**src/rtl/xdwm_pkg.sv**
```systemverilog
package xdwm_pkg;

    localparam int STICK_W    = 8;
    localparam int GAIN_W     = 8;
    localparam int MV_W       = 16;
    localparam int LANES      = 4;
    localparam int PCT_FULL   = 100;
    localparam int GAIN_RESET = 94;
    localparam int SCALE_W    = 15;
    localparam int MAG_W      = 17;
    localparam int NUM_W      = 18;
    localparam int PROD_W     = 32;
    localparam int NUMER_W    = 31;
    localparam int QUO_W      = 15;
    localparam int DIV_STAGES = QUO_W;

    localparam int LANE_FL = 0;
    localparam int LANE_BL = 1;
    localparam int LANE_FR = 2;
    localparam int LANE_BR = 3;

    typedef struct packed {
        logic signed [STICK_W-1:0] forward_stick;
        logic signed [STICK_W-1:0] strafe_stick;
        logic signed [STICK_W-1:0] turn_stick;
    } in_word_t;

    typedef struct packed {
        logic signed [MV_W-1:0] front_left_mv;
        logic signed [MV_W-1:0] back_left_mv;
        logic signed [MV_W-1:0] front_right_mv;
        logic signed [MV_W-1:0] back_right_mv;
    } out_word_t;

    typedef struct packed {
        logic signed [STICK_W:0]   sum_fs;
        logic signed [STICK_W:0]   dif_fs;
        logic signed [STICK_W-1:0] turn;
        logic [STICK_W-1:0]        m;
        logic [STICK_W:0]          d;
    } s1_t;

    typedef struct packed {
        logic [LANES-1:0][NUM_W-1:0] n;
        logic [MAG_W-1:0]            lim0;
    } s2_t;

    typedef struct packed {
        logic [LANES-1:0][MAG_W-1:0] mag;
        logic [LANES-1:0]            neg;
        logic [MAG_W-1:0]            max01;
        logic [MAG_W-1:0]            max23;
        logic [MAG_W-1:0]            lim0;
    } s3_t;

    typedef struct packed {
        logic [LANES-1:0][NUMER_W-1:0] rem;
        logic [LANES-1:0][QUO_W-1:0]   quo;
        logic [LANES-1:0]              neg;
        logic [MAG_W-1:0]              lim;
    } div_t;

endpackage

```
**src/rtl/xdwm_mix.sv**
```systemverilog
module xdwm_mix import xdwm_pkg::*;
(
    input  logic               clk,
    input  logic               rst_n,
    input  logic               up_valid,
    output logic               up_ready,
    input  in_word_t           up_word,
    input  logic [SCALE_W-1:0] scale,
    output logic               dn_valid,
    input  logic               dn_ready,
    output div_t               dn_word
);

    logic s1_valid_reg, s2_valid_reg, s3_valid_reg, s4_valid_reg;
    logic s1_valid_next, s2_valid_next, s3_valid_next, s4_valid_next;
    logic rdy1, rdy2, rdy3, rdy4;
    s1_t  s1_reg, s1_next;
    s2_t  s2_reg, s2_next;
    s3_t  s3_reg, s3_next;
    div_t s4_reg, s4_next;

    logic signed [STICK_W:0] f9, s9, af9, as9;
    logic [STICK_W-1:0]      af, as;
    logic signed [NUM_W-1:0] p_sum, p_dif, td;

    assign rdy4     = !s4_valid_reg || dn_ready;
    assign rdy3     = !s3_valid_reg || rdy4;
    assign rdy2     = !s2_valid_reg || rdy3;
    assign rdy1     = !s1_valid_reg || rdy2;
    assign up_ready = rdy1;
    assign dn_valid = s4_valid_reg;
    assign dn_word  = s4_reg;

    assign s1_valid_next = rdy1 ? up_valid     : s1_valid_reg;
    assign s2_valid_next = rdy2 ? s1_valid_reg : s2_valid_reg;
    assign s3_valid_next = rdy3 ? s2_valid_reg : s3_valid_reg;
    assign s4_valid_next = rdy4 ? s3_valid_reg : s4_valid_reg;

    // magnitudes, translation terms, rescale factor
    assign f9  = (STICK_W+1)'(up_word.forward_stick);
    assign s9  = (STICK_W+1)'(up_word.strafe_stick);
    assign af9 = f9[STICK_W] ? -f9 : f9;
    assign as9 = s9[STICK_W] ? -s9 : s9;
    assign af  = af9[STICK_W-1:0];
    assign as  = as9[STICK_W-1:0];

    always_comb
    begin
        s1_next.sum_fs = f9 + s9;
        s1_next.dif_fs = f9 - s9;
        s1_next.turn   = up_word.turn_stick;
        s1_next.m      = (af > as) ? af : as;
        s1_next.d      = (STICK_W+1)'(af) + (STICK_W+1)'(as);
        if (s1_next.d == '0)
        begin
            s1_next.m = STICK_W'(1);
            s1_next.d = (STICK_W+1)'(1);
        end
    end

    // wheel numerators
    assign p_sum = $signed(s1_reg.sum_fs) * $signed({1'b0, s1_reg.m});
    assign p_dif = $signed(s1_reg.dif_fs) * $signed({1'b0, s1_reg.m});
    assign td    = $signed(s1_reg.turn) * $signed({1'b0, s1_reg.d});

    always_comb
    begin
        s2_next.n[LANE_FL] = p_sum + td;
        s2_next.n[LANE_BL] = p_dif + td;
        s2_next.n[LANE_FR] = p_dif - td;
        s2_next.n[LANE_BR] = p_sum - td;
        s2_next.lim0       = MAG_W'(s1_reg.d) * MAG_W'(PCT_FULL);
    end

    // magnitudes and first level of the limit search
    always_comb
    begin
        logic signed [NUM_W-1:0] nk;
        logic signed [NUM_W-1:0] ak;
        s3_next      = '0;
        s3_next.lim0 = s2_reg.lim0;
        for (int k = 0; k < LANES; k++)
        begin
            nk             = $signed(s2_reg.n[k]);
            ak             = nk[NUM_W-1] ? -nk : nk;
            s3_next.mag[k] = ak[MAG_W-1:0];
            s3_next.neg[k] = nk[NUM_W-1];
        end
        s3_next.max01 = (s3_next.mag[0] > s3_next.mag[1]) ? s3_next.mag[0] : s3_next.mag[1];
        s3_next.max23 = (s3_next.mag[2] > s3_next.mag[3]) ? s3_next.mag[2] : s3_next.mag[3];
    end

    // scaled dividends and final limit
    always_comb
    begin
        logic [PROD_W-1:0] prod;
        logic [MAG_W-1:0]  mx;
        s4_next     = '0;
        s4_next.neg = s3_reg.neg;
        for (int k = 0; k < LANES; k++)
        begin
            prod           = PROD_W'(s3_reg.mag[k]) * PROD_W'(scale);
            s4_next.rem[k] = prod[NUMER_W-1:0];
        end
        mx          = (s3_reg.max01 > s3_reg.max23) ? s3_reg.max01 : s3_reg.max23;
        s4_next.lim = (mx > s3_reg.lim0) ? mx : s3_reg.lim0;
    end

    always_ff @(posedge clk or negedge rst_n)
    begin
        if (!rst_n)
        begin
            s1_valid_reg <= 1'b0;
            s2_valid_reg <= 1'b0;
            s3_valid_reg <= 1'b0;
            s4_valid_reg <= 1'b0;
        end
        else
        begin
            s1_valid_reg <= s1_valid_next;
            s2_valid_reg <= s2_valid_next;
            s3_valid_reg <= s3_valid_next;
            s4_valid_reg <= s4_valid_next;
        end
    end

    always_ff @(posedge clk)
    begin
        if (rdy1 && up_valid)
        begin
            s1_reg <= s1_next;
        end
        if (rdy2 && s1_valid_reg)
        begin
            s2_reg <= s2_next;
        end
        if (rdy3 && s2_valid_reg)
        begin
            s3_reg <= s3_next;
        end
        if (rdy4 && s3_valid_reg)
        begin
            s4_reg <= s4_next;
        end
    end

`ifndef SYNTHESIS
    a_lim_floor: assert property (@(posedge clk) disable iff (!rst_n)
        s4_valid_reg |-> (s4_reg.lim >= MAG_W'(PCT_FULL)))
        else $error("limit below full scale");
`endif

endmodule

```
**config.mk**
```make
export PLATFORM = sky130hd
export DESIGN_NAME = xdwm_mix
export DESIGN_NICKNAME = d
export VERILOG_FILES = /design/src/rtl/xdwm_pkg.sv /design/src/rtl/xdwm_mix.sv
export SDC_FILE = /design/constraint.sdc
export NUM_CORES = 2
export LEC_CHECK = 0
export BUFFER_PORTS_ARGS = -buffer_cell sky130_fd_sc_hd__buf_2
export CAP_MARGIN = 5
export CELL_PAD_IN_SITES_DETAIL_PLACEMENT = 1
export CELL_PAD_IN_SITES_GLOBAL_PLACEMENT = 1
export CORE_ASPECT_RATIO = 0.9
export CORE_MARGIN = 4
export CORE_UTILIZATION = 40
export CTS_BUF_LIST = sky130_fd_sc_hd__clkbuf_2
export CTS_CLUSTER_DIAMETER = 150
export DETAILED_ROUTE_END_ITERATION = 16
export PLACE_DENSITY = 0.74
export SYNTH_ARGS = -nofsm -noshare
export SYNTH_HDL_FRONTEND = slang
export SYNTH_SLANG_ARGS = --single-unit
```
**constraint.sdc**
```tcl
create_clock -name clk -period 11.55 [get_ports clk]
set_input_delay 1.155 -clock clk [delete_from_list [all_inputs] [get_ports clk]]
set_output_delay 1.155 -clock clk [all_outputs]
set_load 0.01 [all_outputs]
```
==> results.cfg <==
[sta]
setup_tns_ns = 0
fmax_ghz = 0.137
holdWs_ns = 0.257
finalHoldViolCount = 0
slew_headroom_pct = 25.0
period_needed_ns = 7.29
setup_violations = 0
rsz0062_at_grt = no
fin_worst_skew_ns = 0.129
slew_violations = 0
finalCritPeriodShare_pct = 63.1
tightest_slew_ns = 1.12

[clocking]
cts_buffers = 104
clk_pin_slew_ns = 0.11
clock_sinks = 386
root_buffer = clkbuf_2
tritoncts = yes
worstSkewPairLatency_ns = 1.48
htree_levels = 3
clock_tree.buffer_depth = 3

[critical_path]
path_max_fanout = 15
cpMostUsedCell = fa_1
critical_path_arrival_ns = 8.47
path_buf_inv = 4
critical_path_class = reg2reg
crit_path_end_kind = flop
slowest_stage = edfxtp_1
crit_required_ns = 12.73
cp-start-kind = flop
critPathTopFamily = adder cells
slowest_delay_ns = 0.77
crit_chain = and2_1, fa_1, inv_1, fa_1, inv_1, fa_1, inv_1, fa_1, fa_1, inv_1, fa_1, ha_1, and3_1, a221oi_1, a21boi_2, o21a_1, nor3_1, o21ai_1, a31oi_1, a311o_1

[yosys]
synth-simple-area-share_pct = 14.0
synth_cells = 6366
synth_compound_area_share_pct = 6.79
syn_avg_cell_area_um2 = 9.64
async_reset_ff_share_pct = 1.04
synthAdderAreaFrac_pct = 44.6
seq_area_frac_synth_pct = 18.9
synth_edf_count = 382
synth-warning-count = 0
ys_seq_elements = 386
synth_top_family_by_area = adder cells
syn-cell-area_mm2 = 0.0614
synth-xor-area-share_pct = 4.35
synth_flop_cell = edfxtp_1
synth.distinct_cells = 79
muxShareOfSynthArea_pct = 0.995

[floorplanning]
die-area_mm2 = 0.160
die_h_um = 380
ios = 250
core_area_mm2 = 0.153
start_util_pct = 40.2
die_w_um = 421
placementRows = 136

[placed_design]
routabilityCongestion = 0.856
hpwl_um = 130000
dpl_cell_area_mm2 = 0.0640
port_buffers = 189

[grt]
antenna_found_initial = 4
overflow = 0
grt_max_degree = 82
first_global_vias = 49300
grt_util_all_layers_pct = 20.8
grt_pass1_wl_um = 265000

[cells_and_area]
drive_gt1_share_pct = 7.15
nets = 8156
final_cell_area_mm2 = 0.0651
fin_util_pct = 42.7
largest_reg_flops = 142
area_delta_synth_final_pct = 6.18

[drt]
drt_pass1_iterations = 5
wl_um = 162000
ant_nets = 0
drc_errors = 0
wl_per_cell_um = 18.9
vias = 43500
drt_iter0_drc = 1876
vias_per_cell = 5.08

[job]
cap_violations = 0

[hold_path]
hold_path_class = in2reg

[status]
outcome = finished, final reports clean
[routing by layer]
layer / track usage (%) / routed length, um / up-vias / share of wire (%)
met2: 36.9 / 82600 / 741 / 51
met3: 2.60 / 5660 / 231 / 3.5
met5: 0 / 11 / - / 0.0068
met4: 6.54 / 5380 / 2 / 3.3
met1: 26.1 / 68400 / 22500 / 42
li1: - / - / 20000 / -
[path summary, 6_finish.rpt]
| check | cells past startpoint | from | endpoint | slack (ns) |
|---|---|---|---|---|
| setup reg to reg | 20 | s3_reg[60] | dn_word[111] | 4.26 |
| setup / recovery | 20 | s3_reg[60] | dn_word[111] | 4.26 |
| min in group asynchronous | 3 | rst_n | s2_valid_reg | 0.64 |
| max in group asynchronous | 3 | rst_n | s3_valid_reg | 10.74 |
| hold / removal | 3 | up_word[9] | s1_reg[26] | 0.26 |
| hold reg to reg | 0 | s3_reg[51] | dn_word[17] | 0.38 |
[synthesized netlist by cell type, drive strengths merged (20+ instances only)]
| cell | n | area (um2) |
|---|---|---|
| a211oi | 21 | 158 |
| a21o | 68 | 510 |
| a21oi | 183 | 923 |
| and2 | 620 | 3880 |
| buf | 67 | 493 |
| clkbuf | 210 | 790 |
| edfxtp | 382 | 11500 |
| fa | 942 | 18900 |
| ha | 680 | 8510 |
| inv | 1352 | 5070 |
| mux2 | 48 | 541 |
| nand2 | 704 | 2640 |
| nand2b | 32 | 200 |
| nand3 | 40 | 200 |
| nand4 | 20 | 125 |
| nor2 | 168 | 633 |
| nor2b | 27 | 169 |
| nor3 | 36 | 180 |
| o21a | 27 | 203 |
| o21ai | 145 | 726 |
| o21bai | 42 | 315 |
| o31ai | 26 | 209 |
| or3 | 20 | 140 |
| xnor2 | 212 | 1860 |
| xor2 | 93 | 815 |
[worst min-delay path, cell delays in order]
cell	delay, ns
buf_2	0.14
fa_1	0.17
inv_1	0.04
[kinds of logic (layout without fill, tap and decap cells)]
| logic type | count (synthesis) | after routing |
|---|---|---|
| adders and majority gates | 1622 | 1622 |
| muxes | 55 | 55 |
| and+or+nand+nor | 1730 | 1730 |
| buffers and inverters | 1629 | 1768 |
| DFF | 386 | 386 |
| other | 1 | 66 |
| AOI/OAI and AO/OA | 638 | 638 |
| xor gates and xnor gates | 305 | 305 |
[cell usage in the layout (no fill, tap or decap), types with 8 or more instances in the layout]
cell type         n
inv_1          1352
fa_1            942
nand2_1         704
ha_1            680
and2_1          617
edfxtp_1        382
xnor2_1         212
buf_2           188
a21oi_1         181
nor2_1          167
o21ai_0         137
clkbuf_2        133
xor2_1           93
a21o_1           68
conb_1           60
mux2_2           48
o21bai_1         42
nand3_1          40
nor3_1           36
buf_4            35
nand2b_1         32
o21a_1           27
nor2b_1          26
o31ai_1          25
clkinv_1         25
a211oi_1         21
nand4_1          20
and3_1           19
a31oi_1          18
or3_1            17
dlygate4sd3_1    14
o41ai_1          13
clkinv_2         12
or2_2            11
nor4_1           10
a21boi_0          9
o21ai_1           8
o211ai_1          8
o2111ai_1         8
o31a_1            8
[metrics by stage]
step                      cells  worst slack, ns
after global routing       8571             3.89
after floorplan            6425             3.38
after CTS                  8565             4.32
final                      8571             4.26
after detailed placement   8372             3.30
after global placement     8372             3.52
[cell type report]
| cell class | instances | area [um2] |
|---|---|---|
| sequential | 386 | 11600 |
| clock inverter | 46 | 313 |
| timing repair buffer | 237 | 1340 |
| antenna | 6 | 15.0 |
| inverter | 1352 | 5070 |
| tap | 2001 | 2500 |
| clock buffer | 133 | 666 |
| fill | 17600 | 87500 |
| multi-input combinational | 4410 | 43700 |
[timing repair]
action,in CTS,in global routing
gates resized for setup,0,0
hold buffers,14,0
endpoints found under the hold margin,16,0
buffers inserted,0,0
Power is left out: the tool's default activity adds up to more than one toggle a clock period on the data nets, which glitch-free logic cannot reach.
