$ cat config.mk
export PLATFORM = sky130hd
export DESIGN_NAME = xdwm_div_step
export DESIGN_NICKNAME = d
export VERILOG_FILES = /design/src/rtl/xdwm_pkg.sv /design/src/rtl/xdwm_div_step.sv
export SDC_FILE = /design/constraint.sdc
export NUM_CORES = 1
export LEC_CHECK = 0
export BUFFER_PORTS_ARGS = -buffer_cell sky130_fd_sc_hd__buf_4
export CORE_MARGIN = 1.5
export CORE_UTILIZATION = 40
export DETAILED_ROUTE_END_ITERATION = 16
export HOLD_SLACK_MARGIN = 0.02
export PLACE_DENSITY = 0.74
export SLEW_MARGIN = 20
export SYNTH_ARGS = -nofsm -noshare
export SYNTH_HDL_FRONTEND = slang
export SYNTH_SLANG_ARGS = --single-unit
$ cat constraint.sdc
create_clock -name clk -period 5.3 [get_ports clk]
set_clock_uncertainty 0.15 [all_clocks]
set_input_delay 0.795 -clock clk [delete_from_list [all_inputs] [get_ports clk]]
set_output_delay 0.795 -clock clk [all_outputs]
set_load 0.03 [all_outputs]
$ cat src/rtl/xdwm_pkg.sv
package xdwm_pkg;

    localparam int STICK_W    = 8;
    localparam int GAIN_W     = 8;
    localparam int MV_W       = 16;
    localparam int LANES      = 4;
    localparam int PCT_FULL   = 100;
    localparam int GAIN_RESET = 94;
    localparam int SCALE_W    = 15;
    localparam int MAG_W      = 17;
    localparam int NUM_W      = 18;
    localparam int PROD_W     = 32;
    localparam int NUMER_W    = 31;
    localparam int QUO_W      = 15;
    localparam int DIV_STAGES = QUO_W;

    localparam int LANE_FL = 0;
    localparam int LANE_BL = 1;
    localparam int LANE_FR = 2;
    localparam int LANE_BR = 3;

    typedef struct packed {
        logic signed [STICK_W-1:0] forward_stick;
        logic signed [STICK_W-1:0] strafe_stick;
        logic signed [STICK_W-1:0] turn_stick;
    } in_word_t;

    typedef struct packed {
        logic signed [MV_W-1:0] front_left_mv;
        logic signed [MV_W-1:0] back_left_mv;
        logic signed [MV_W-1:0] front_right_mv;
        logic signed [MV_W-1:0] back_right_mv;
    } out_word_t;

    typedef struct packed {
        logic signed [STICK_W:0]   sum_fs;
        logic signed [STICK_W:0]   dif_fs;
        logic signed [STICK_W-1:0] turn;
        logic [STICK_W-1:0]        m;
        logic [STICK_W:0]          d;
    } s1_t;

    typedef struct packed {
        logic [LANES-1:0][NUM_W-1:0] n;
        logic [MAG_W-1:0]            lim0;
    } s2_t;

    typedef struct packed {
        logic [LANES-1:0][MAG_W-1:0] mag;
        logic [LANES-1:0]            neg;
        logic [MAG_W-1:0]            max01;
        logic [MAG_W-1:0]            max23;
        logic [MAG_W-1:0]            lim0;
    } s3_t;

    typedef struct packed {
        logic [LANES-1:0][NUMER_W-1:0] rem;
        logic [LANES-1:0][QUO_W-1:0]   quo;
        logic [LANES-1:0]              neg;
        logic [MAG_W-1:0]              lim;
    } div_t;

endpackage

$ cat src/rtl/xdwm_div_step.sv
module xdwm_div_step import xdwm_pkg::*;
#(
    parameter int unsigned BIT = QUO_W - 1
)
(
    input  logic clk,
    input  logic rst_n,
    input  logic up_valid,
    output logic up_ready,
    input  div_t up_word,
    output logic dn_valid,
    input  logic dn_ready,
    output div_t dn_word
);

    logic               valid_reg, valid_next;
    div_t               word_reg, word_next;
    logic [NUMER_W-1:0] shifted;

    assign shifted  = NUMER_W'(up_word.lim) << BIT;
    assign up_ready = !valid_reg || dn_ready;
    assign dn_valid = valid_reg;
    assign dn_word  = word_reg;

    assign valid_next = up_ready ? up_valid : valid_reg;

    always_comb
    begin
        word_next = up_word;
        for (int k = 0; k < LANES; k++)
        begin
            if (up_word.rem[k] >= shifted)
            begin
                word_next.rem[k]      = up_word.rem[k] - shifted;
                word_next.quo[k][BIT] = 1'b1;
            end
        end
    end

    always_ff @(posedge clk or negedge rst_n)
    begin
        if (!rst_n)
        begin
            valid_reg <= 1'b0;
        end
        else
        begin
            valid_reg <= valid_next;
        end
    end

    always_ff @(posedge clk)
    begin
        if (up_ready && up_valid)
        begin
            word_reg <= word_next;
        end
    end

`ifndef SYNTHESIS
    a_rem_bound: assert property (@(posedge clk) disable iff (!rst_n)
        valid_reg |->
            (word_reg.rem[0] < (NUMER_W'(word_reg.lim) << BIT)) &&
            (word_reg.rem[1] < (NUMER_W'(word_reg.lim) << BIT)) &&
            (word_reg.rem[2] < (NUMER_W'(word_reg.lim) << BIT)) &&
            (word_reg.rem[3] < (NUMER_W'(word_reg.lim) << BIT)))
        else $error("partial remainder out of range");
`endif

endmodule
==> results of run 1 <==
power breakdown:
group	internal (mW)	switching, mW
clock network	0.995	0.669
registers	1.95	0.0350
logic	0.493	0.682
total	3.44	1.39
registers in the layout, summed over array words and instances, names as in the netlist:
| register | flops |
|---|---|
| dn_word | 205 |
| dn_valid | 1 |
layer usage:
metal | part of all wire, % | routed length (um) | track usage, % | up-vias
met3 | 8.2 | 2740 | 4.25 | 71
met2 | 49 | 16500 | 39.5 | 378
met1 | 39 | 13000 | 29.0 | 3983
met4 | 3.6 | 1220 | 9.58 | 0
li1 | - | - | - | 4011
met5 | 0 | 0 | 0 | -
timing repair:
action,4_1_cts,5_1_grt
endpoints found under the hold margin,1,0
hold buffers,1,0
setup endpoints to repair,0,0
synthesized netlist by cell type, types with 14 or more instances:
| cell | n | area [um2] |
|---|---|---|
| ha_1 | 68 | 851 |
| nor2_1 | 48 | 180 |
| edfxtp_1 | 205 | 6160 |
| mux2_2 | 31 | 349 |
| nand2_1 | 51 | 191 |
| xor2_1 | 20 | 175 |
| xnor2_1 | 28 | 245 |
| o21ai_0 | 45 | 225 |
| inv_1 | 39 | 146 |
| a21oi_1 | 54 | 270 |
| a21o_1 | 14 | 105 |
layout make-up:
cell class | instances | area (um2) | area share (%)
diodes | 3 | 7.51 | 0.0506
flip-flops and latches | 206 | 6180 | 41.6
inverters | 39 | 146 | 0.986
well taps | 335 | 419 | 2.82
clock buffers | 29 | 629 | 4.24
multi-input cells | 550 | 4110 | 27.7
repair buffers | 422 | 3180 | 21.4
clock inverters | 15 | 166 | 1.12
final timing paths:
path / from / to / depth (start not counted)
max: up_word[2] / dn_word[203] / 9
min: up_word[43] / dn_word[43] / 1
max reg2reg: dn_valid / dn_word[200] / 3
min reg2reg: dn_valid / dn_valid / 2
max in group asynchronous: rst_n / dn_valid / 2
min in group asynchronous: rst_n / dn_valid / 2
critical path: cells and delay by family:
| family | cells | cell delay, ns |
|---|---|---|
| AO/OA/AOI/OAI | 4 | 1.44 |
| AND/OR/NAND/NOR | 1 | 0.26 |
| multiplexers | 1 | 0.43 |
| buffers and inverters | 2 | 0.30 |
| adder cells (fa/ha/maj) | 1 | 0.33 |
logic make-up after synthesis:
kind of cell,count (synthesis),synth area share (%)
and+or+nand+nor,192,9.04
xor gates and xnor gates,48,3.99
adders and majority gates,72,8.83
DFF,206,58.6
AOI/OAI and AO/OA,196,12.4
buffers and inverters,56,2.49
muxes,42,4.69
==> flow_summary.json, run 1 <==
{
  "rows": 59,
  "fmax_ghz": 0.291,
  "syn_inst": 812,
  "leakage_nw": 6.30,
  "start_kind": "primary input",
  "gp_congestion": 0.901,
  "critPathMaxFanout": 18,
  "syn_avg_cell_area_um2": 13.0,
  "layout_common_cells": "buf_4, edfxtp_1, ha_1, a21oi_1, nand2_1",
  "placeableCoreArea_um2": 26000,
  "io_pins": 416,
  "dpl-instance-area_um2": 14000,
  "synth_async_sr_flop_share_pct": 0.485,
  "worstMarginPinSlew_ns": 0.890,
  "synth_cell_types": 69,
  "finalCriticalPeriod_ns": 3.44,
  "post_drt_wl_per_cell_um": 20.9,
  "nets": 1524,
  "utilization_pct": 57.1,
  "vias": 8443,
  "slew_viol_final": 0,
  "maxSlewHeadroom_pct": 40.7,
  "fp.dieH_um": 165,
  "hpwlAfterDp_um": 27000,
  "ant_nets": 0,
  "clk_pin_slew_ns": 0.06,
  "fin_ws_ns": 1.86,
  "grt_antenna_before_repair": 1,
  "layout.cells.non_filler": 1599,
  "ir_drop_uv": 233,
  "hp-class": "in2reg",
  "first_iter_violations": 672,
  "report.power.total_mw": 4.82,
  "grt_pass1_wl_um": 47300,
  "numPortBuffers": 415,
  "fin_area_um2": 14800,
  "synth_nets": 1093,
  "nFillCells": 2199,
  "clock_latency_ns": 0.52,
  "area_delta_synth_final_pct": 40.7,
  "grt_max_degree": 56,
  "dp_cells": 1551,
  "worstPathCellList": "buf_4 > inv_1 > ha_1 > and3_2 > a221oi_2 > o221a_2 > o41ai_1 > a211o_1 > mux2_4",
  "hold_viol_final": 0,
  "synth_area_um2": 10500,
  "drive_gt1_share_pct": 40.8,
  "cts_setup_buffers": 0,
  "power_density_nw_per_um2": 325,
  "setup_tns_ns": 0,
  "ff2ff_setup_slack_ns": 3.09,
  "rsz0062_at_grt": "no",
  "cap_violations": 0,
  "viasPerCell": 5.28,
  "slowest_delay_ns": 0.65,
  "cts_root_buffer": "clkbuf_16",
  "die_w_um": 165,
  "dpl_worst_slack_ns": 1.39,
  "drc": 0,
  "period_share_pct": 64.9,
  "cts_sinks": 206,
  "setup_viol": 0,
  "grt_use_total_pct": 23.2,
  "yosys_warnings": 0,
  "whs_ns": 0.298,
  "seq_area_frac_synth_pct": 58.6,
  "cts_resized": 0,
  "crit_type": "in2reg",
  "grt_pass1_vias": 8122,
  "gr-total-overflow": 0,
  "h-tree-depth": 1,
  "wirelength_um": 33500,
  "cp.arrival_ns": 3.56,
  "status": "finished, final reports clean",
  "die_area_um2": 27300,
  "start_util_pct": 40.6,
  "synth-edff-count": 205,
  "ys_seq_elements": 206,
  "drtPass1Iterations": 4,
  "cp.required_ns": 5.42,
  "cts_buffers": 24,
  "cts_tree": "yes",
  "synth_ff_type": "edfxtp_1",
  "crit_path_top_delay_cell": "a211o_1",
  "cts_max_path_buffers": 3,
  "final_common_cell": "buf_4",
  "worst_setup_path_end_kind": "register"
}
Note: power is estimated with default switching activity, not from simulation.
==> run 2, diff against run 1 <==
--- a/config.mk
+++ b/config.mk
@@ -5,12 +5,13 @@
 export SDC_FILE = /design/constraint.sdc
 export NUM_CORES = 1
 export LEC_CHECK = 0
+export ABC_AREA = 1
 export BUFFER_PORTS_ARGS = -buffer_cell sky130_fd_sc_hd__buf_4
 export CORE_MARGIN = 1.5
 export CORE_UTILIZATION = 40
 export DETAILED_ROUTE_END_ITERATION = 16
 export HOLD_SLACK_MARGIN = 0.02
-export PLACE_DENSITY = 0.74
+export PLACE_DENSITY = 0.7
 export SLEW_MARGIN = 20
 export SYNTH_ARGS = -nofsm -noshare
 export SYNTH_HDL_FRONTEND = slang
==> constraint.sdc (replaced) <==
create_clock -name clk -period 3.5 [get_ports clk]
set_clock_uncertainty 0.15 [all_clocks]
set_input_delay 0.525 -clock clk [delete_from_list [all_inputs] [get_ports clk]]
set_output_delay 0.525 -clock clk [all_outputs]
set_load 0.03 [all_outputs]
==> flow_summary.json, run 2 <==
{
  "die_area_um2": 32100,
  "leakage_nw": 9.14,
  "grt_pass1_vias": 11481,
  "power_density_nw_per_um2": 433,
  "maxSlewHeadroom_pct": 68.6,
  "setup_viol": 0,
  "combPwrFrac_pct": 27.5,
  "synth_ff_type": "edfxtp_1",
  "vias": 11887,
  "hpwlAfterDp_um": 35000,
  "drc": 0,
  "rr_worst_depth": 2,
  "slew_viol_final": 0,
  "grt_use_total_pct": 26.9,
  "layout_common_cells": "nand2_1, buf_4, inv_1, edfxtp_1, nand3_1",
  "dpl_worst_slack_ns": 0.546,
  "synth_async_sr_flop_share_pct": 0.485,
  "ff2ff_setup_slack_ns": 1.72,
  "dpl-instance-area_um2": 16000,
  "seq_area_frac_synth_pct": 49.8,
  "synth_compound_area_share_pct": 1.73,
  "r2r_start": "dn_valid",
  "syn_inst": 1517,
  "drive_gt1_share_pct": 24.1,
  "syn_avg_cell_area_um2": 8.18,
  "p_switching_mw": 2.43,
  "clk_pin_slew_ns": 0.06,
  "h-tree-depth": 1,
  "synth_cell_types": 34,
  "grt_pass1_wl_um": 64600,
  "min_to": "dn_word[84]",
  "min_path_cells": 1,
  "die_w_um": 179,
  "report.power.total_mw": 7.77,
  "synth-edff-count": 205,
  "viasPerCell": 4.80,
  "first_iter_violations": 822,
  "cp-startpoint": "up_word[12]",
  "rsz0062_at_grt": "no",
  "reg2reg_to": "dn_word[160]",
  "gr-total-overflow": 0,
  "crit_type": "in2reg",
  "post_drt_wl_per_cell_um": 17.8,
  "fp.dieH_um": 179,
  "synth_area_leaders": "edfxtp_1, nand2_1, inv_1",
  "yosys-top-cells-count": "nand2_1, inv_1, edfxtp_1",
  "synth_area_um2": 12400,
  "cts_sinks": 206,
  "fin_area_um2": 17900,
  "worstMarginPinSlew_ns": 0.472,
  "cts_root_buffer": "clkbuf_16",
  "worst_setup_path_end_kind": "register",
  "drtPass1Iterations": 6,
  "p_seq_share_pct": 38.7,
  "cts_max_path_buffers": 3,
  "synth_xor_area_share_pct": 1.98,
  "io_pins": 416,
  "synthSimpleGateAreaFrac_pct": 29.9,
  "cts_resized": 0,
  "synthMuxAreaShare_pct": 0,
  "cp.arrival_ns": 3.09,
  "synth_top_area_share_pct": 49.6,
  "hold_viol_final": 0,
  "synth_nets": 1798,
  "ant_nets": 0,
  "synth_adder_area_share_pct": 7.50,
  "switching_share_pct": 31.2,
  "area_delta_synth_final_pct": 44.5,
  "finalCriticalPeriod_ns": 2.96,
  "fmax_ghz": 0.337,
  "grt_max_degree": 73,
  "cts_tree": "yes",
  "yosysMostFrequentCell": "nand2_1",
  "ys_seq_elements": 206,
  "hp-class": "in2reg",
  "fin_ws_ns": 0.537,
  "cp.required_ns": 3.63,
  "rows": 64,
  "grt_antenna_before_repair": 3,
  "yosys_warnings": 0,
  "gp_congestion": 0.959,
  "period_share_pct": 84.7,
  "start_kind": "primary input",
  "final_common_cell": "nand2_1",
  "cap_violations": 0,
  "nets": 2344,
  "synth.largest_area_cell": "edfxtp_1",
  "clkPwrFrac_pct": 33.7,
  "internal_power_mw": 5.34,
  "synth_top_family_by_area": "simple AND/OR/NAND/NOR gates",
  "clock_latency_ns": 0.53,
  "largest_reg_flops": 205,
  "critPathMaxFanout": 15,
  "wirelength_um": 44200,
  "start_util_pct": 40.6,
  "numPortBuffers": 415,
  "placeableCoreArea_um2": 30600,
  "status": "finished, final reports clean",
  "hp-start": "up_word[84]",
  "ir_drop_uv": 356,
  "cts_buffers": 23
}
[run 2: changes by cell type in the layout (fill, tap and decap cells not counted), sizes merged, moves of 13 or more]
cell and change:
nand2 +573, inv +232, dlygate4sd3 +105, nand3 +101
nor2 +61, o21ai -43, mux2 -38, xnor2 -22
a21oi -16, a21o -14, a211oi -13, nand2b -13
nor4 -13
[run 2: logic make-up (layout without fill, tap and decap cells)]
logic type	after synthesis	in the layout
flops	206	206
simple gates	887	887
xor+xnor	28	28
other cells	0	3
compound gates	42	42
buf+inv	282	845
fa+ha+maj	72	72
[run 2: layer usage]
layer  vias to the layer above  global-route usage [%]  wire length [um]
li1                       5895                       -                 -
met3                        66                    4.77              3020
met4                         0                    7.27              1210
met2                       419                    49.7             22700
met5                         -                       0                 0
met1                      5507                    31.7             17200
[run 2: layout make-up]
type | instances | area (um2)
flip-flops and latches | 206 | 6180
clock buffers | 25 | 583
clock inverters | 17 | 229
inverters | 270 | 1010
repair buffers | 533 | 4300
diodes | 3 | 7.51
fillers | 2774 | 12700
multi-input cells | 1029 | 5110
well taps | 396 | 495
[run 2: stage by stage]
stage | cells | TNS [ns] | utilization, % | hold WS, ns
6_report | 2479 | 0 | 58.6 | 0.0301
5_1_grt | 2479 | 0 | 58.6 | 0.0205
4_1_cts | 2467 | 0 | 58.3 | 0.0206
3_5_place_dp | 2328 | 0 | 52.5 | 0.156
3_3_place_gp | 2328 | 0 | 52.5 | 0.155
2_1_floorplan | 1517 | -214.53 | - | 0.0794
[run 2: what timing repair did]
item / in CTS / in global routing
setup buffers: 0 / 0
hold endpoints to repair: 97 / 9
hold buffers: 97 / 9
[run 2: worst max-delay path: stages]
cell           delay [ns]
dlygate4sd3_1        0.55
buf_4                0.14
inv_1                0.28
ha_1                 0.29
nand2_1              0.12
inv_1                0.09
nand2_1              0.10
nor2_1               0.10
nand2_1              0.05
nor2_1               0.16
nor2_1               0.06
nand2_1              0.07
buf_4                0.20
inv_2                0.16
nand2_1              0.10
nand2_1              0.06
[run 2: power groups by stage]
stage	sequential, mW	clock (mW)	combinational, mW
floorplan	3.40	0	0.899
global placement	3.06	0	2.02
detailed placement	3.06	0	2.02
CTS	3.01	2.65	2.13
global route	3.02	2.76	2.34
finish	3.01	2.62	2.14
[run 2: how the worst max path moves through the flow]
stage | end
finish | dn_word[200]
global route | dn_word[200]
CTS | dn_word[200]
detailed placement | dn_word[197]
global placement | dn_word[197]
floorplan | dn_word[0]
==> run 3, diff against run 2 <==
--- a/config.mk
+++ b/config.mk
@@ -11,7 +11,7 @@
 export CORE_UTILIZATION = 40
 export DETAILED_ROUTE_END_ITERATION = 16
 export HOLD_SLACK_MARGIN = 0.02
-export PLACE_DENSITY = 0.7
+export PLACE_DENSITY = 0.72
 export SLEW_MARGIN = 20
 export SYNTH_ARGS = -nofsm -noshare
 export SYNTH_HDL_FRONTEND = slang
==> constraint.sdc (replaced) <==
create_clock -name clk -period 2.7 [get_ports clk]
set_clock_uncertainty 0.15 [all_clocks]
set_input_delay 0.405 -clock clk [delete_from_list [all_inputs] [get_ports clk]]
set_output_delay 0.405 -clock clk [all_outputs]
set_load 0.03 [all_outputs]
==> flow_summary.json, run 3 (synthesized netlist as in run 2, its figures left out) <==
{
  "first_iter_violations": 848,
  "cts_tree": "yes",
  "clk_pin_slew_ns": 0.06,
  "worstMarginPinSlew_ns": 0.674,
  "rows": 64,
  "fmax_ghz": 0.383,
  "worstPathCellList": "dlygate4sd3_1 > buf_4 > inv_1 > buf_12 > ha_1 > nand2_1 > nand2_1 > inv_1 > nand2_1 > nand2_1 > nand2_2 > nor2_4 > nand2_8 > or2_1",
  "crit_path_top_delay_cell": "dlygate4sd3_1",
  "slew_viol_final": 0,
  "critPathMaxFanout": 18,
  "drc": 0,
  "fp.dieH_um": 179,
  "start_kind": "primary input",
  "hold_viol_final": 0,
  "layout_common_cells": "nand2_1, buf_4, inv_1, edfxtp_1, dlygate4sd3_1",
  "gr-total-overflow": 0,
  "cp.required_ns": 2.81,
  "dp_cells": 2379,
  "grtUsageMet3_pct": 5.45,
  "wirelength_um": 45600,
  "cap_violations": 0,
  "viasPerCell": 4.83,
  "numPortBuffers": 415,
  "cts_sinks": 206,
  "use_met2_pct": 49.5,
  "critical_path.most_common_cell": "nand2_1",
  "largest_reg_flops": 205,
  "hp-class": "in2reg",
  "grt_pass1_vias": 12601,
  "use_met1_pct": 29.8,
  "critical_path.top_delay_family": "simple AND/OR/NAND/NOR gates",
  "cts_buffers": 24,
  "post_drt_wl_per_cell_um": 17.5,
  "layout.cells.non_filler": 2602,
  "power_density_nw_per_um2": 533,
  "drtPass1Iterations": 5,
  "ir_drop_uv": 396,
  "crit_type": "in2reg",
  "grt_use_total_pct": 27.5,
  "worst_setup_path_end_kind": "register",
  "grt_max_degree": 42,
  "die_w_um": 179,
  "start_util_pct": 40.6,
  "finalCriticalPeriod_ns": 2.61,
  "fin_ws_ns": 0.0894,
  "vias": 12557,
  "io_pins": 416,
  "leakage_nw": 9.70,
  "ant_nets": 0,
  "placeableCoreArea_um2": 30600,
  "cts_max_path_buffers": 3,
  "busiest_layer": "met2",
  "maxSlewHeadroom_pct": 55.0,
  "period_share_pct": 96.7,
  "cts_root_buffer": "clkbuf_16",
  "grt_antenna_before_repair": 10,
  "nets": 2460,
  "final_common_cell": "nand2_1",
  "cp.arrival_ns": 2.72,
  "rsz0062_at_grt": "yes",
  "status": "finished, final reports clean",
  "path_buf_inv": 5,
  "hpwlAfterDp_um": 34100,
  "grt_pass1_wl_um": 66700,
  "drive_gt1_share_pct": 27.2,
  "die_area_um2": 32100,
  "h-tree-depth": 1,
  "area_delta_synth_final_pct": 56.0,
  "dpl_worst_slack_ns": -0.0124,
  "gp_congestion": 0.939,
  "nFillCells": 2603,
  "clock_latency_ns": 0.51,
  "slowest_delay_ns": 0.53,
  "setup_viol": 0
}
run 3: changes by cell type in the layout (fill, tap and decap cells not counted), moves of 6 or more:
cell	previous run	this run
nor2_1	103	95
ha_4	0	13
buf_12	3	15
buf_4	424	469
ha_1	68	50
diode_2	3	10
dlygate4sd3_1	106	163
nor2_2	2	10
inv_1	267	261
run 3: power by group:
| group | internal (mW) | switching, mW |
|---|---|---|
| combinational | 1.24 | 1.79 |
| sequential | 3.82 | 0.0781 |
| clock | 2.01 | 1.36 |
| total | 7.08 | 3.23 |
run 3: layout make-up:
class                      count  area, um2  share of cell area [%]
inverter                     270       1050                    5.41
tap                          396        495                    2.56
antenna                       10       25.0                   0.129
clock inverter                10        144                   0.744
timing repair buffer         647       5450                    28.2
sequential                   206       6180                    32.0
clock buffer                  33        664                    3.43
multi-input combinational   1030       5340                    27.6
run 3: timing repair:
| action | CTS | global route |
|---|---|---|
| buffers inserted | 0 | 6 |
| hold buffers | 163 | 0 |
| hold endpoints to repair | 163 | 0 |
| setup endpoints to repair | 0 | 57 |
| gates resized for setup | 0 | 44 |
run 3: worst paths after layout:
path	start	end	slack, ns	cells past startpoint
hold / removal	up_word[96]	dn_word[96]	0.05	3
hold reg to reg	dn_valid	dn_valid	0.49	2
min in group asynchronous	rst_n	dn_valid	0.06	2
max in group asynchronous	rst_n	dn_valid	2.25	2
setup / recovery	up_word[12]	dn_word[50]	0.09	14
setup reg to reg	dn_valid	dn_word[98]	0.87	2
run 3: metal layers:
| layer | wire length, um | up-vias |
|---|---|---|
| li1 | - | 6143 |
| met1 | 17100 | 5730 |
| met2 | 22500 | 534 |
| met3 | 3280 | 150 |
| met4 | 2760 | 0 |
| met5 | 0 | - |
run 3: worst min-delay path: stages:
cell and delay [ns]:
buf_4 0.10, nand3_1 0.06, nand2_1 0.07
run 3: per-stage QoR:
step	util [%]	instance area (um2)	TNS [ns]	hold WS, ns	power [mW]
final	63.2	19300	0	0.0512	10.3
after CTS	62.1	19000	0	0.0208	10.2
after global placement	54.2	16600	0	0.0306	6.65
after detailed placement	54.2	16600	-0.0161	0.0319	6.68
after floorplan	-	12400	-365.20	-0.0406	5.58
after global routing	63.2	19300	-0.0293	0.0423	10.7
